--- src/hw/rtl/multichannel_biquad_df2_macros.svh ---
// Assertion macros used by the biquad controller, mbq_ctrl.
// Expects clk_i and rst_ni in the scope of each use.
`ifndef MULTICHANNEL_BIQUAD_DF2_MACROS_SVH
`define MULTICHANNEL_BIQUAD_DF2_MACROS_SVH

// Same-cycle implication.
`define MBQ_ASSERT_IMP(lbl, ante, cons) \
  lbl: assert property (@(posedge clk_i) disable iff (!rst_ni) (ante) |-> (cons)) \
    else $error("biquad assertion failed");

// Next-cycle implication.
`define MBQ_ASSERT_NXT(lbl, ante, cons) \
  lbl: assert property (@(posedge clk_i) disable iff (!rst_ni) (ante) |=> (cons)) \
    else $error("biquad assertion failed");

`endif

--- src/hw/rtl/mbq_pkg.sv ---
// Package for the multichannel biquad: widths, codes, register and command types.
// No dependencies.
`timescale 1ns / 1ps
`default_nettype none

package mbq_pkg;

  localparam int CHANNELS       = 8;
  localparam int CH_IDX_W       = (CHANNELS > 1) ? $clog2(CHANNELS) : 1;
  localparam int CHAN_W         = 3;
  localparam int SAMPLE_BITS    = 24;
  localparam int COEF_W         = 32;
  localparam int COEF_FRAC_BITS = 28;
  localparam int STATE_W        = 40;
  localparam int STATE_SHIFT    = 8;
  localparam int ACTIVE_W       = 4;
  localparam int REG_IDX_W      = 3;
  localparam int REG_DATA_W     = 32;

  localparam int SPLIT_W = 16;
  localparam int HI_W    = STATE_W - SPLIT_W;
  localparam int OPND_W  = HI_W + 1;
  localparam int PROD_W  = COEF_W + OPND_W;
  localparam int PART_W  = COEF_W + STATE_W;
  localparam int TERM_W  = PART_W - COEF_FRAC_BITS;
  localparam int ACC_W   = TERM_W + 4;

  localparam logic signed [COEF_W-1:0] COEF_ONE = COEF_W'(1) << COEF_FRAC_BITS;
  localparam logic [ACTIVE_W-1:0]      ACTIVE_RESET = ACTIVE_W'(8);

  localparam logic CMD_CLEAR = 1'b1;

  typedef enum logic [REG_IDX_W-1:0] {
    REG_COEF_B0 = 3'd0,
    REG_COEF_B1 = 3'd1,
    REG_COEF_B2 = 3'd2,
    REG_COEF_A1 = 3'd3,
    REG_COEF_A2 = 3'd4,
    REG_ACTIVE  = 3'd5
  } reg_idx_e;

  typedef enum logic [2:0] {
    COEF_B0 = 3'd0,
    COEF_B1 = 3'd1,
    COEF_B2 = 3'd2,
    COEF_A1 = 3'd3,
    COEF_A2 = 3'd4
  } coef_sel_e;

  typedef enum logic [1:0] {
    OPND_DLY1 = 2'd0,
    OPND_DLY2 = 2'd1,
    OPND_NEW  = 2'd2
  } opnd_sel_e;

  typedef enum logic {
    ACC_DST_W = 1'b0,
    ACC_DST_Y = 1'b1
  } acc_dst_e;

  typedef struct packed {
    logic signed [COEF_W-1:0] b0;
    logic signed [COEF_W-1:0] b1;
    logic signed [COEF_W-1:0] b2;
    logic signed [COEF_W-1:0] a1;
    logic signed [COEF_W-1:0] a2;
    logic [ACTIVE_W-1:0]      active;
  } cfg_t;

  typedef struct packed {
    logic      load;
    logic      clear;
    logic      rd_en;
    logic      acc_init;
    logic      mul_en;
    logic      mul_hi;
    logic      mul_neg;
    coef_sel_e coef;
    opnd_sel_e opnd;
    acc_dst_e  dst;
    logic      w_en;
    logic      wr_en;
    logic      out_load;
    logic      out_pass;
  } cmd_t;

  typedef struct packed {
    logic is_clear;
    logic is_pass;
  } sts_t;

endpackage

`default_nettype wire

--- src/hw/rtl/mbq_if.sv ---
// Handshake channel interfaces: sample input, result output, register write.
// Depends on mbq_pkg.
`timescale 1ns / 1ps
`default_nettype none

interface mbq_in_if import mbq_pkg::*; ();
  logic                          valid;
  logic                          ready;
  logic                          command;
  logic [CHAN_W-1:0]             channel;
  logic signed [SAMPLE_BITS-1:0] sample_in;

  modport source (output valid, command, channel, sample_in, input ready);
  modport sink   (input valid, command, channel, sample_in, output ready);
endinterface

interface mbq_out_if import mbq_pkg::*; ();
  logic                          valid;
  logic                          ready;
  logic [CHAN_W-1:0]             out_channel;
  logic signed [SAMPLE_BITS-1:0] sample_out;

  modport source (output valid, out_channel, sample_out, input ready);
  modport sink   (input valid, out_channel, sample_out, output ready);
endinterface

interface mbq_cfg_if import mbq_pkg::*; ();
  logic                  valid;
  logic                  ready;
  logic [REG_IDX_W-1:0]  index;
  logic [REG_DATA_W-1:0] data;

  modport source (output valid, index, data, input ready);
  modport sink   (input valid, index, data, output ready);
endinterface

`default_nettype wire

--- src/hw/rtl/mbq_regs.sv ---
// Configuration register file: coefficients and active channel count.
// Depends on mbq_pkg and mbq_cfg_if.
`timescale 1ns / 1ps
`default_nettype none

module mbq_regs import mbq_pkg::*; (
  input  wire        clk_i,
  input  wire        rst_ni,
  mbq_cfg_if.sink    cfg_i,
  output cfg_t       cfg_o
);

  cfg_t cfg_q, cfg_d;

  assign cfg_i.ready = 1'b1;
  assign cfg_o       = cfg_q;

  always_comb begin
    cfg_d = cfg_q;
    if (cfg_i.valid) begin
      case (reg_idx_e'(cfg_i.index))
        REG_COEF_B0: cfg_d.b0     = $signed(cfg_i.data[COEF_W-1:0]);
        REG_COEF_B1: cfg_d.b1     = $signed(cfg_i.data[COEF_W-1:0]);
        REG_COEF_B2: cfg_d.b2     = $signed(cfg_i.data[COEF_W-1:0]);
        REG_COEF_A1: cfg_d.a1     = $signed(cfg_i.data[COEF_W-1:0]);
        REG_COEF_A2: cfg_d.a2     = $signed(cfg_i.data[COEF_W-1:0]);
        REG_ACTIVE:  cfg_d.active = cfg_i.data[ACTIVE_W-1:0];
        default:     cfg_d        = cfg_q;
      endcase
    end
  end

  always_ff @(posedge clk_i or negedge rst_ni) begin
    if (!rst_ni) begin
      cfg_q.b0     <= COEF_ONE;
      cfg_q.b1     <= '0;
      cfg_q.b2     <= '0;
      cfg_q.a1     <= '0;
      cfg_q.a2     <= '0;
      cfg_q.active <= ACTIVE_RESET;
    end else begin
      cfg_q <= cfg_d;
    end
  end

endmodule

`default_nettype wire

--- src/hw/rtl/mbq_datapath.sv ---
// Datapath: delay-state memories, shared multiplier, rounding accumulators, output register.
// Depends on mbq_pkg; driven by mbq_ctrl commands.
`timescale 1ns / 1ps
`default_nettype none

module mbq_datapath import mbq_pkg::*; (
  input  wire                           clk_i,
  input  wire                           rst_ni,
  input  wire                           command_i,
  input  wire [CHAN_W-1:0]              channel_i,
  input  wire signed [SAMPLE_BITS-1:0]  sample_i,
  input  cfg_t                          cfg_i,
  input  cmd_t                          cmd_i,
  output sts_t                          sts_o,
  output logic [CHAN_W-1:0]             out_channel_o,
  output logic signed [SAMPLE_BITS-1:0] sample_out_o
);

  localparam int CMP_W = 8;
  localparam logic signed [PART_W-1:0] PART_ROUND = PART_W'(1) << (COEF_FRAC_BITS - 1);
  localparam logic signed [ACC_W-1:0]  Y_ROUND    = ACC_W'(1) << (STATE_SHIFT - 1);
  localparam logic signed [ACC_W-1:0]  W_MAX = ACC_W'({1'b0, {(STATE_W - 1){1'b1}}});
  localparam logic signed [ACC_W-1:0]  W_MIN = ~W_MAX;
  localparam logic signed [ACC_W-1:0]  Y_MAX = ACC_W'({1'b0, {(SAMPLE_BITS - 1){1'b1}}});
  localparam logic signed [ACC_W-1:0]  Y_MIN = ~Y_MAX;

  logic                          cmd_q;
  logic [CHAN_W-1:0]             ch_q;
  logic signed [SAMPLE_BITS-1:0] x_q;
  logic [CH_IDX_W-1:0]           idx;

  logic signed [STATE_W-1:0] dly1_mem [CHANNELS];
  logic signed [STATE_W-1:0] dly2_mem [CHANNELS];
  logic [CHANNELS-1:0]       valid_q;
  logic                      rd_vld_q;
  logic signed [STATE_W-1:0] w1_raw_q, w2_raw_q;
  logic signed [STATE_W-1:0] w1_val, w2_val;
  logic signed [STATE_W-1:0] w_q, w_sat;

  logic signed [COEF_W-1:0]  coef_op;
  logic signed [STATE_W-1:0] w_op;
  logic signed [OPND_W-1:0]  mul_op;
  logic signed [PROD_W-1:0]  prod_d, prod_q;
  logic                      p_vld_q, p_hi_q, p_neg_q;
  acc_dst_e                  p_dst_q;

  logic signed [PART_W-1:0]  part_q, part_add, part_base;
  logic                      a_vld_q, a_neg_q;
  acc_dst_e                  a_dst_q;
  logic signed [ACC_W-1:0]   term, term_s;
  logic signed [ACC_W-1:0]   accw_q, accy_q, y_rnd;
  logic signed [SAMPLE_BITS-1:0] y_sat;

  // Item capture and channel decode
  always_ff @(posedge clk_i) begin
    if (cmd_i.load) begin
      cmd_q <= command_i;
      ch_q  <= channel_i;
      x_q   <= sample_i;
    end
  end

  assign idx = CH_IDX_W'(ch_q);
  assign sts_o.is_clear = (cmd_q == CMD_CLEAR);
  assign sts_o.is_pass  = !((CMP_W'(ch_q) < CMP_W'(cfg_i.active)) &&
                            (CMP_W'(ch_q) < CMP_W'(CHANNELS)));

  // Delay state
  always_ff @(posedge clk_i) begin
    if (cmd_i.wr_en) begin
      dly1_mem[idx] <= w_q;
      dly2_mem[idx] <= w1_val;
    end
    if (cmd_i.rd_en) begin
      w1_raw_q <= dly1_mem[idx];
      w2_raw_q <= dly2_mem[idx];
    end
  end

  always_ff @(posedge clk_i or negedge rst_ni) begin
    if (!rst_ni) begin
      valid_q  <= '0;
      rd_vld_q <= 1'b0;
    end else begin
      if (cmd_i.clear) begin
        valid_q <= '0;
      end else if (cmd_i.wr_en) begin
        valid_q[idx] <= 1'b1;
      end
      if (cmd_i.rd_en) begin
        rd_vld_q <= valid_q[idx];
      end
    end
  end

  assign w1_val = rd_vld_q ? w1_raw_q : '0;
  assign w2_val = rd_vld_q ? w2_raw_q : '0;

  // Shared multiplier, one half of the state word per cycle
  always_comb begin
    case (cmd_i.coef)
      COEF_B0: coef_op = cfg_i.b0;
      COEF_B1: coef_op = cfg_i.b1;
      COEF_B2: coef_op = cfg_i.b2;
      COEF_A1: coef_op = cfg_i.a1;
      COEF_A2: coef_op = cfg_i.a2;
      default: coef_op = '0;
    endcase
    case (cmd_i.opnd)
      OPND_DLY1: w_op = w1_val;
      OPND_DLY2: w_op = w2_val;
      OPND_NEW:  w_op = w_q;
      default:   w_op = '0;
    endcase
    if (cmd_i.mul_hi) begin
      mul_op = OPND_W'($signed(w_op[STATE_W-1:SPLIT_W]));
    end else begin
      mul_op = $signed({{(OPND_W - SPLIT_W){1'b0}}, w_op[SPLIT_W-1:0]});
    end
  end

  assign prod_d = coef_op * mul_op;

  always_ff @(posedge clk_i) begin
    prod_q <= prod_d;
  end

  // Exact product assembly and per-term rounding
  assign part_add  = p_hi_q ? (PART_W'(prod_q) <<< SPLIT_W) : PART_W'(prod_q);
  assign part_base = p_hi_q ? part_q : PART_ROUND;

  always_ff @(posedge clk_i) begin
    if (p_vld_q) begin
      part_q <= part_base + part_add;
    end
  end

  always_ff @(posedge clk_i or negedge rst_ni) begin
    if (!rst_ni) begin
      p_vld_q <= 1'b0;
      p_hi_q  <= 1'b0;
      p_neg_q <= 1'b0;
      p_dst_q <= ACC_DST_W;
      a_vld_q <= 1'b0;
      a_neg_q <= 1'b0;
      a_dst_q <= ACC_DST_W;
    end else begin
      p_vld_q <= cmd_i.mul_en;
      p_hi_q  <= cmd_i.mul_hi;
      p_neg_q <= cmd_i.mul_neg;
      p_dst_q <= cmd_i.dst;
      a_vld_q <= p_vld_q && p_hi_q;
      a_neg_q <= p_neg_q;
      a_dst_q <= p_dst_q;
    end
  end

  assign term   = ACC_W'($signed(part_q[PART_W-1:COEF_FRAC_BITS]));
  assign term_s = a_neg_q ? -term : term;

  always_ff @(posedge clk_i) begin
    if (cmd_i.acc_init) begin
      accw_q <= ACC_W'(x_q) <<< STATE_SHIFT;
      accy_q <= '0;
    end else if (a_vld_q) begin
      if (a_dst_q == ACC_DST_W) begin
        accw_q <= accw_q + term_s;
      end else begin
        accy_q <= accy_q + term_s;
      end
    end
  end

  // Saturate the new state word
  assign w_sat = (accw_q > W_MAX) ? STATE_W'(W_MAX) :
                 (accw_q < W_MIN) ? STATE_W'(W_MIN) : accw_q[STATE_W-1:0];

  always_ff @(posedge clk_i) begin
    if (cmd_i.w_en) begin
      w_q <= w_sat;
    end
  end

  // Round and saturate the result
  assign y_rnd = (accy_q + Y_ROUND) >>> STATE_SHIFT;
  assign y_sat = (y_rnd > Y_MAX) ? SAMPLE_BITS'(Y_MAX) :
                 (y_rnd < Y_MIN) ? SAMPLE_BITS'(Y_MIN) : y_rnd[SAMPLE_BITS-1:0];

  always_ff @(posedge clk_i) begin
    if (cmd_i.out_load) begin
      out_channel_o <= ch_q;
      sample_out_o  <= cmd_i.out_pass ? x_q : y_sat;
    end
  end

endmodule

`default_nettype wire

--- src/hw/rtl/mbq_ctrl.sv ---
// Controller: item handshake, multiply schedule, output register valid.
// Depends on mbq_pkg and the assertion macro header.
`timescale 1ns / 1ps
`default_nettype none
`include "multichannel_biquad_df2_macros.svh"

module mbq_ctrl import mbq_pkg::*; (
  input  wire  clk_i,
  input  wire  rst_ni,
  input  wire  in_valid_i,
  output logic in_ready_o,
  output logic out_valid_o,
  input  wire  out_ready_i,
  input  sts_t sts_i,
  output cmd_t cmd_o
);

  localparam int STEP_W = 4;
  localparam logic [STEP_W-1:0] STEP_LAST = STEP_W'(11);
  localparam logic [STEP_W-1:0] STEP_SAT  = STEP_W'(6);
  localparam logic [STEP_W-1:0] STEP_WB   = STEP_W'(7);
  localparam logic [STEP_W-1:0] STEP_MULS = STEP_W'(10);

  localparam logic [STEP_W-2:0] PAIR_A1 = 3'd0;
  localparam logic [STEP_W-2:0] PAIR_A2 = 3'd1;
  localparam logic [STEP_W-2:0] PAIR_B1 = 3'd2;
  localparam logic [STEP_W-2:0] PAIR_B2 = 3'd3;
  localparam logic [STEP_W-2:0] PAIR_B0 = 3'd4;

  typedef enum logic [3:0] {
    ST_IDLE  = 4'b0001,
    ST_CHECK = 4'b0010,
    ST_CALC  = 4'b0100,
    ST_DONE  = 4'b1000
  } state_e;

  state_e            state_q, state_d;
  logic [STEP_W-1:0] step_q, step_d;
  logic              out_valid_q, out_valid_d;
  cmd_t              cmd_d;

  assign in_ready_o  = (state_q == ST_IDLE);
  assign out_valid_o = out_valid_q;
  assign cmd_o       = cmd_d;

  always_comb begin
    cmd_d   = '0;
    state_d = state_q;
    step_d  = step_q;
    case (state_q)
      ST_IDLE: begin
        if (in_valid_i) begin
          cmd_d.load = 1'b1;
          state_d    = ST_CHECK;
        end
      end
      ST_CHECK: begin
        if (sts_i.is_clear) begin
          cmd_d.clear = 1'b1;
          state_d     = ST_IDLE;
        end else if (sts_i.is_pass) begin
          state_d = ST_DONE;
        end else begin
          cmd_d.rd_en    = 1'b1;
          cmd_d.acc_init = 1'b1;
          step_d         = '0;
          state_d        = ST_CALC;
        end
      end
      ST_CALC: begin
        step_d       = step_q + STEP_W'(1);
        cmd_d.mul_en = (step_q < STEP_MULS);
        cmd_d.mul_hi = step_q[0];
        case (step_q[STEP_W-1:1])
          PAIR_A1: begin
            cmd_d.coef    = COEF_A1;
            cmd_d.opnd    = OPND_DLY1;
            cmd_d.dst     = ACC_DST_W;
            cmd_d.mul_neg = 1'b1;
          end
          PAIR_A2: begin
            cmd_d.coef    = COEF_A2;
            cmd_d.opnd    = OPND_DLY2;
            cmd_d.dst     = ACC_DST_W;
            cmd_d.mul_neg = 1'b1;
          end
          PAIR_B1: begin
            cmd_d.coef = COEF_B1;
            cmd_d.opnd = OPND_DLY1;
            cmd_d.dst  = ACC_DST_Y;
          end
          PAIR_B2: begin
            cmd_d.coef = COEF_B2;
            cmd_d.opnd = OPND_DLY2;
            cmd_d.dst  = ACC_DST_Y;
          end
          PAIR_B0: begin
            cmd_d.coef = COEF_B0;
            cmd_d.opnd = OPND_NEW;
            cmd_d.dst  = ACC_DST_Y;
          end
          default: begin
            cmd_d.mul_en = 1'b0;
          end
        endcase
        cmd_d.w_en  = (step_q == STEP_SAT);
        cmd_d.wr_en = (step_q == STEP_WB);
        if (step_q == STEP_LAST) begin
          state_d = ST_DONE;
        end
      end
      ST_DONE: begin
        if (!out_valid_q || out_ready_i) begin
          cmd_d.out_load = 1'b1;
          cmd_d.out_pass = sts_i.is_pass;
          state_d        = ST_IDLE;
        end
      end
      default: begin
        state_d = ST_IDLE;
      end
    endcase
  end

  assign out_valid_d = (out_valid_q && !out_ready_i) || cmd_d.out_load;

  always_ff @(posedge clk_i or negedge rst_ni) begin
    if (!rst_ni) begin
      state_q     <= ST_IDLE;
      step_q      <= '0;
      out_valid_q <= 1'b0;
    end else begin
      state_q     <= state_d;
      step_q      <= step_d;
      out_valid_q <= out_valid_d;
    end
  end

  `MBQ_ASSERT_IMP(a_out_load_free, cmd_o.out_load, !out_valid_q || out_ready_i)
  `MBQ_ASSERT_NXT(a_accept_check, in_valid_i && in_ready_o, state_q == ST_CHECK)
  `MBQ_ASSERT_NXT(a_calc_to_done, (state_q == ST_CALC) && (step_q == STEP_LAST), state_q == ST_DONE)

endmodule

`default_nettype wire

--- src/hw/rtl/multichannel_biquad_df2.sv ---
// Top level of the multichannel direct form II biquad.
// Depends on mbq_pkg, mbq_if, mbq_regs, mbq_datapath and mbq_ctrl.
//
//   channel  dir  payload                        accepted when
//   in_i     in   command, channel, sample_in    valid && ready
//   out_o    out  out_channel, sample_out        valid && ready
//   cfg_i    in   index, data                    valid && ready (ready always high)
//
// A filtered item makes ten passes through the one shared 32 x 25 multiplier (two halves
// of the state word per term, five terms), then the accumulators drain. A passthrough item
// skips the multiplier and a clear goes back to idle from the check. New items enter only in idle.
// Reset is asynchronous: coefficients return to defaults, delay state reads zero through
// per-channel valid bits. A one-entry output register holds a result while the sink
// stalls; the next item is accepted meanwhile and waits at its end until the register frees.
`timescale 1ns / 1ps
`default_nettype none

module multichannel_biquad_df2 import mbq_pkg::*; (
  input  wire        clk_i,
  input  wire        rst_ni,
  mbq_in_if.sink     in_i,
  mbq_out_if.source  out_o,
  mbq_cfg_if.sink    cfg_i
);

  cfg_t cfg;
  cmd_t cmd;
  sts_t sts;
  logic out_valid;

  mbq_regs u_regs (
    .clk_i  (clk_i),
    .rst_ni (rst_ni),
    .cfg_i  (cfg_i),
    .cfg_o  (cfg)
  );

  mbq_ctrl u_ctrl (
    .clk_i       (clk_i),
    .rst_ni      (rst_ni),
    .in_valid_i  (in_i.valid),
    .in_ready_o  (in_i.ready),
    .out_valid_o (out_valid),
    .out_ready_i (out_o.ready),
    .sts_i       (sts),
    .cmd_o       (cmd)
  );

  mbq_datapath u_datapath (
    .clk_i         (clk_i),
    .rst_ni        (rst_ni),
    .command_i     (in_i.command),
    .channel_i     (in_i.channel),
    .sample_i      (in_i.sample_in),
    .cfg_i         (cfg),
    .cmd_i         (cmd),
    .sts_o         (sts),
    .out_channel_o (out_o.out_channel),
    .sample_out_o  (out_o.sample_out)
  );

  assign out_o.valid = out_valid;

endmodule

`default_nettype wire

--- src/flat_wrapper.sv ---
// flat-port wrapper written by rule: the top's interface ports become plain ports
module multichannel_biquad_df2_flat import mbq_pkg::*;
  (clk_i, rst_ni, in_i_valid, in_i_command, in_i_channel, in_i_sample_in, in_i_ready, out_o_valid, out_o_out_channel, out_o_sample_out, out_o_ready, cfg_i_valid, cfg_i_index, cfg_i_data, cfg_i_ready);
  mbq_in_if in_i_i ();
  mbq_out_if out_o_i ();
  mbq_cfg_if cfg_i_i ();
  input  wire clk_i;
  input  wire rst_ni;
  input wire logic [$bits(in_i_i.valid)-1:0] in_i_valid;
  input wire logic [$bits(in_i_i.command)-1:0] in_i_command;
  input wire logic [$bits(in_i_i.channel)-1:0] in_i_channel;
  input wire logic [$bits(in_i_i.sample_in)-1:0] in_i_sample_in;
  output wire logic [$bits(in_i_i.ready)-1:0] in_i_ready;
  output wire logic [$bits(out_o_i.valid)-1:0] out_o_valid;
  output wire logic [$bits(out_o_i.out_channel)-1:0] out_o_out_channel;
  output wire logic [$bits(out_o_i.sample_out)-1:0] out_o_sample_out;
  input wire logic [$bits(out_o_i.ready)-1:0] out_o_ready;
  input wire logic [$bits(cfg_i_i.valid)-1:0] cfg_i_valid;
  input wire logic [$bits(cfg_i_i.index)-1:0] cfg_i_index;
  input wire logic [$bits(cfg_i_i.data)-1:0] cfg_i_data;
  output wire logic [$bits(cfg_i_i.ready)-1:0] cfg_i_ready;
  assign in_i_i.valid = in_i_valid;
  assign in_i_i.command = in_i_command;
  assign in_i_i.channel = in_i_channel;
  assign in_i_i.sample_in = in_i_sample_in;
  assign in_i_ready = in_i_i.ready;
  assign out_o_valid = out_o_i.valid;
  assign out_o_out_channel = out_o_i.out_channel;
  assign out_o_sample_out = out_o_i.sample_out;
  assign out_o_i.ready = out_o_ready;
  assign cfg_i_i.valid = cfg_i_valid;
  assign cfg_i_i.index = cfg_i_index;
  assign cfg_i_i.data = cfg_i_data;
  assign cfg_i_ready = cfg_i_i.ready;
  multichannel_biquad_df2 u_core (.clk_i(clk_i), .rst_ni(rst_ni), .in_i(in_i_i), .out_o(out_o_i), .cfg_i(cfg_i_i));
endmodule
--- config.mk ---
export PLATFORM = sky130hd
export DESIGN_NAME = multichannel_biquad_df2_flat
export DESIGN_NICKNAME = d
export VERILOG_FILES = /design/src/hw/rtl/mbq_pkg.sv /design/src/hw/rtl/mbq_if.sv /design/src/hw/rtl/mbq_regs.sv /design/src/hw/rtl/mbq_datapath.sv /design/src/hw/rtl/mbq_ctrl.sv /design/src/hw/rtl/multichannel_biquad_df2.sv /design/src/flat_wrapper.sv
export VERILOG_INCLUDE_DIRS = /design/src /design/src/hw/rtl
export SDC_FILE = /design/constraint.sdc
export NUM_CORES = 2
export LEC_CHECK = 0
export BUFFER_PORTS_ARGS = -buffer_cell sky130_fd_sc_hd__buf_2
export CAP_MARGIN = 20
export CORE_ASPECT_RATIO = 0.6
export CORE_MARGIN = 5
export CORE_UTILIZATION = 30
export DETAILED_ROUTE_END_ITERATION = 6
export GPL_ROUTABILITY_DRIVEN = 1
export HOLD_SLACK_MARGIN = 0.06
export PLACE_DENSITY_LB_ADDON = 0.05
export SLEW_MARGIN = 20
export SYNTH_ARGS = -nofsm -noshare
export SYNTH_HDL_FRONTEND = slang
export SYNTH_SLANG_ARGS = --single-unit
--- constraint.sdc ---
create_clock -name clk_i -period 14.8 [get_ports clk_i]
set_clock_uncertainty 0.05 [all_clocks]
set_input_delay 1.48 -clock clk_i [delete_from_list [all_inputs] [get_ports clk_i]]
set_output_delay 1.48 -clock clk_i [all_outputs]
set_load 0.05 [all_outputs]
After elaboration in Yosys (flattened, before gate mapping). Memories as Yosys holds them, arrays and structs flattened. A register that Yosys moved wholly into a read port is not among the register bits. Index checks and enable logic that the tools add are counted.

Add/subtract/negate cells: 6. $mul: 1. Magnitude comparators: 8. Equality and inequality tests: 28. Muxes and demuxes: 44. Bitwise gates (word level): 2. Reduce and logical (&&, ||, !) cells: 28.

Operators by type and width (count): 48-bit two-way mux (4); 32-bit case mux with 5 select lines (1); 72-bit two-way mux (2); 40-bit two-way mux (3); 40-bit case mux with 3 select lines (1); 48-bit adder (2); 72-bit adder (1); 24-bit two-way mux (3); 32-bit by 25-bit multiplier with 57-bit output (1); 48-bit by 9-bit adder with 48-bit output, second input constant (1); 48-bit by 40-bit > comparator with 1-bit output, second input constant (1); 48-bit by 40-bit < comparator with 1-bit output, second input constant (1); 44-bit negator with 48-bit output (1); 40-bit by 24-bit > comparator with 1-bit output, second input constant (1); 40-bit by 24-bit < comparator with 1-bit output, second input constant (1); 6-bit case mux with 5 select lines (1); 4-bit two-way mux (7); 25-bit two-way mux (1); 3-bit by 2-bit equality test with 1-bit output, second input constant (6); 2-bit AND reduction (9); 8-bit two-way mux (2); 4-bit case mux with 4 select lines (1); 3-bit equality test, second input constant (4); 4-bit by 3-bit equality test with 1-bit output, second input constant (3); other kinds (31) (59).

Register bits: 509. Memory bits (writable): 640. Input port bits: 68. Output and inout port bits: 30. Logic and storage cells: 148. Memories: 2.

Memories: u_core.u_datapath.dly1_mem (words 8, width 40, rd ports 1, clocked after memory_dff 1, write ports 1, RTL line mbq_datapath.sv:32) `logic signed [STATE_W-1:0] dly1_mem [CHANNELS];`; u_core.u_datapath.dly2_mem (words 8, width 40, rd ports 1, clocked after memory_dff 1, write ports 1, RTL line mbq_datapath.sv:33) `logic signed [STATE_W-1:0] dly2_mem [CHANNELS];`.

Logic depth before layout (Yosys ltp).
Word-level depth: 8. Depth in mapped cells: 38. Depth with buffers taken out: 34.

Hierarchy. From an unflattened synthesis, not the netlist that was laid out.

Cells, all modules: 7245. Area, all modules: 85174.2 sq um.

By module, submodules not included: mbq_datapath (times used 1, cells each 6816, area an instance 78052.4 sq um, seq. area each 30469.2 sq um); mbq_regs (times used 1, cells each 354, area an instance 6492.5 sq um, seq. area each 4106.4 sq um); mbq_ctrl (times used 1, cells each 75, area an instance 629.4 sq um, seq. area each 226.5 sq um).

Worst setup path after synthesis. OpenSTA, ideal clock, no wires.

Path kind: register to register. Start: register u_core.u_ctrl.state_q[3]. End: register u_core.u_datapath.prod_q[56]. Library setup time: 72 ps. Data arrival time: 8661 ps. Required time: 14678 ps. Slack: 6017 ps. Stages on the path, launching flop included: 36. Path buffers: 5. Clock period less this slack: 8783 ps. Path through: dfrtp_1 -> nand2b_1 -> or3_1 -> buf_2 -> nor2_2 -> and3_1 -> buf_2 -> buf_2 -> a21oi_1 -> nor2_1 -> buf_2 -> nand2_1 -> fa_1 -> inv_1 -> fa_1 -> inv_1 -> fa_1 -> fa_1 -> inv_1 -> fa_1 -> fa_1 -> inv_1 -> fa_1 -> inv_1 -> ha_1 -> clkbuf_1 -> a21o_1 -> a211o_1 -> a2111oi_2 -> o31ai_1 -> a2111oi_2 -> nor4_1 -> a211oi_1 -> o21ai_1 -> a21oi_1 -> xnor2_1.

Cells in the longest elaborated chain, start to end: 6. Elaborated cells on any way between the ends: 14. Those cells by class: mul: 1; eq/ne: 7; mux: 4; reduce/logical: 2.

Ends and longest elaborated chain: start, declared (RTL line mbq_ctrl.sv:37) `state_e state_q, state_d;`; start signal, assigned (RTL line mbq_ctrl.sv:133) `state_q <= state_d;`; 4-bit by 3-bit equality test with 1-bit output * (RTL line mbq_ctrl.sv:50) `case (state_q)`; 11-bit two-way mux * (RTL line mbq_ctrl.sv:50); 2-bit equality test, or another cell as far along (RTL line mbq_datapath.sv:109) `case (cmd_i.opnd)`; 40-bit case mux with 3 select lines (RTL line mbq_datapath.sv:109); 25-bit two-way mux (RTL line mbq_datapath.sv:115) `if (cmd_i.mul_hi) begin`; 32-bit by 25-bit multiplier with 57-bit output * (RTL line mbq_datapath.sv:122) `assign prod_d = coef_op * mul_op;`; named net u_core.u_datapath.prod_d[56] (RTL line mbq_datapath.sv:43) `logic signed [PROD_W-1:0] prod_d, prod_q;`; end signal, assigned (RTL line mbq_datapath.sv:125) `prod_q <= prod_d;`; end, declared (RTL line mbq_datapath.sv:43).

Mark *: on every way through the listed nets, which the timed path passes. The rest lies on a longest branch. A chain may end at the register's enable or synchronous reset.

Worst setup path after layout. Ends and elaborated chain as after synthesis.

==> impl_metrics.yaml <==
status:
  status: "finished clean"
cts:
  cts-resized-gates: 0
  clkLatencyLatePin_ps: 840
  tritoncts: "built"
  numCtsBuffers: 143
  clock_path_buffers: 4
  htree_levels: 4
  path_clk_slew_ps: 70
  cts_setup_buffers: 0
  cts.sinks: 1228
  root_buffer: "clkbuf_16"
  postCtsHoldBufs: 0
synth:
  async_flop_share: 0.1539
  synth_edf_count: 926
  synth_nets: 8680
  yosysMostFrequentCell: "edfxtp_1"
  ys_types: 98
  yosysTopAreaCellShare: 0.3329
  postSynthAreaPerCell_um2: 11.17
  yosys_register_bits: 1228
  synthTopCellsByArea: "edfxtp_1, fa_1, dfrtp_1, ha_1, inv_1"
  synthFlopType: "edfxtp_1"
  syn_inst: 7480
  yosys_warnings: 0
  yosysTopAreaCell: "edfxtp_1"
  ys_seq_area_frac: 0.4167
  synth_common_cells: "edfxtp_1, inv_1, fa_1"
  synth_area_mm2: 0.08352
sta:
  whs_ps: 317.4
  relSlewSlack: 0.2211
  worst_slew_pin_slew_ps: 1168
  period_share: 0.7868
  setup_viol: 0
  setup_tns_ps: 0
  rsz0062_at_grt: "no"
  clock.fmax_mhz: 85.87
  slew_violations: 0
  final-hold-violation-count: 0
  period_minus_slack_ps: 11650
floorplanning:
  start_util: 0.3007
  num_rows: 150
  die_h_um: 418.7
  io_pins: 98
  fp.dieW_um: 691.2
  dieArea_mm2: 0.2894
  coreArea_mm2: 0.2778
worst_hold_path:
  min_path_type: "reg2reg"
place:
  portBuffers: 96
  dpl.hpwl_um: 222900
  gp_congestion: 0.8522
power_and_ir_drop:
  leakagePower_nw: 38.42
  finalPower_mw: 17.29
  powerDensity_mw_per_mm2: 185.0
  ir_drop_mv: 0.1960
detailed_routing:
  drt_wl_total_um: 312900
  via_per_inst: 5.147
  first_pass_iters: 6
  wl_per_cell_um: 27.65
  drc: 0
  antenna_left: 0
  num_vias: 58250
  drtIter0Drc: 5313
finish:
  fill_cells: 27990
  syn_to_final_growth_pct: 11.88
  layout-drive-gt1-share: 0.1032
  fin_nets: 8688
  fin_util: 0.3364
global_route:
  grt_overflow: 0
  grt_pass1_vias: 58460
  grt_max_degree: 93
  track_usage: 0.2144
  antenna_found_initial: 32
  grt_pass1_wl_um: 449300
setup_path:
  cp_max_fo: 28
  cpMaxStageDelayCell: "clkinv_1"
  end_kind: "flip-flop"
  critPathLaunchType: "flip-flop"
  required_ps: 15470
  setup.worst_path.class: "reg2reg"
  worst_path_largest_cell_delay_ps: 940
  cp.arrival_ps: 12310
  crit_path_frequent_cell: "fa_1"
job:
  drv_cap: 0
report_power, final:
| part | switching (mW) | leakage, nW | internal [mW] |
|---|---|---|---|
| Combinational | 6.06 | 24.6 | 3.27 |
| Sequential | 0.261 | 11.7 | 4.15 |
| Clock | 1.53 | 2.17 | 2.02 |
| Total | 7.85 | 38.4 | 9.44 |
state kept, by name, indices dropped and copies added (netlist names), 40 cells and up:
name and flops:
u_core.u_datapath.accw_q 48, u_core.u_datapath.accy_q 48, u_core.u_regs.cfg_o 164, u_core.u_datapath.w1_raw_q 40
u_core.u_datapath.w_q 40, u_core.u_datapath.w2_raw_q 40, u_core.u_datapath.dly2_mem 320, u_core.u_datapath.part_q 71
u_core.u_datapath.dly1_mem 320, u_core.u_datapath.prod_q 57
critical path, delay by kind of cell (launching register included):
kind / cells / cell delay, ps
buf+inv: 6 / 2390
simple gates: 5 / 750
flops: 1 / 470
xor+xnor: 1 / 130
compound gates: 11 / 3230
fa+ha+maj: 8 / 4450
final cells by class:
cell class	instances	area, um2	share of cell area
Clock buffer	191	4006	0.04288
Tap cell	3724	4659	0.04987
Inverter	921	3462	0.03705
Sequential cell	1228	34810	0.3725
Timing Repair Buffer	234	1546	0.01655
Multi-Input combinational cell	4960	44470	0.4759
Clock inverter	55	471.7	0.005048
Antenna cell	6	15.01	0.0001607
layout by cell type (no fill, tap or decap), drive strengths merged, types with 13 or more instances in the layout:
cell type,netlist,final
nand2b,65,65
nor4,26,26
and2,116,116
nand4,128,128
clkbuf,315,191
clkinv,1,37
nor2b,27,27
nor3,75,75
xnor2,190,190
a21o,155,155
o31ai,21,21
o21ai,185,185
nand2,773,773
and4,16,16
nand3b,13,13
o21a,24,24
buf,56,234
edfxtp,926,926
o211ai,17,17
a21oi,279,279
dfxtp,113,113
ha,310,310
a22oi,362,362
xor2,78,78
fa,822,822
nand3,80,80
a211oi,32,32
dfrtp,186,186
nor2,535,535
mux2i,14,14
a221oi,56,56
and3,39,39
or3,19,19
inv,920,921
mux2,210,210
a22o,33,33
a31oi,41,41
a221o,54,54
o21bai,35,35
cells by family after synthesis:
logic type               share of synthesized area
AND/OR/NAND/NOR                             0.1076
AO/OA/AOI/OAI                               0.1149
buffers and inverters                      0.05914
flip-flops                                  0.4167
adder cells (fa/ha/maj)                     0.2435
XOR/XNOR                                   0.02810
multiplexers                               0.02999
other                                   0.00008992
through the flow:
| stage | setup WS [ps] | instances | cell area, um2 |
|---|---|---|---|
| after floorplan | 6017 | 7480 | 83520 |
| after global placement | 3277 | 11070 | 88920 |
| after detailed placement | 3293 | 11070 | 88930 |
| after CTS | 3240 | 11310 | 93410 |
| after global routing | 2581 | 11310 | 93430 |
| final | 3155 | 11320 | 93440 |
path summary, 6_finish.rpt:
path / start / slack, ps / to / cells past startpoint
worst max-delay path: u_core.u_ctrl.state_q[3] / 3150 / u_core.u_datapath.prod_q[56] / 31
worst min-delay path: u_core.u_datapath.p_dst_q / 320 / u_core.u_datapath.a_dst_q / 0
worst max register to register: u_core.u_ctrl.state_q[3] / 3150 / u_core.u_datapath.prod_q[56] / 31
worst min register to register: u_core.u_datapath.p_dst_q / 320 / u_core.u_datapath.a_dst_q / 0
max in group asynchronous: rst_ni / 12540 / u_core.u_datapath.p_vld_q / 2
min in group asynchronous: rst_ni / 630 / u_core.u_regs.cfg_o[106] / 1
metal layers:
metal  GRT usage  part of all wire  up-vias
li1            -                 -    25820
met4     0.03034             0.013        0
met3     0.04790             0.076      240
met1      0.3674              0.55    30480
met5           0                 0        -
met2      0.2662              0.36     1711
(Power assumes the default switching activity.)
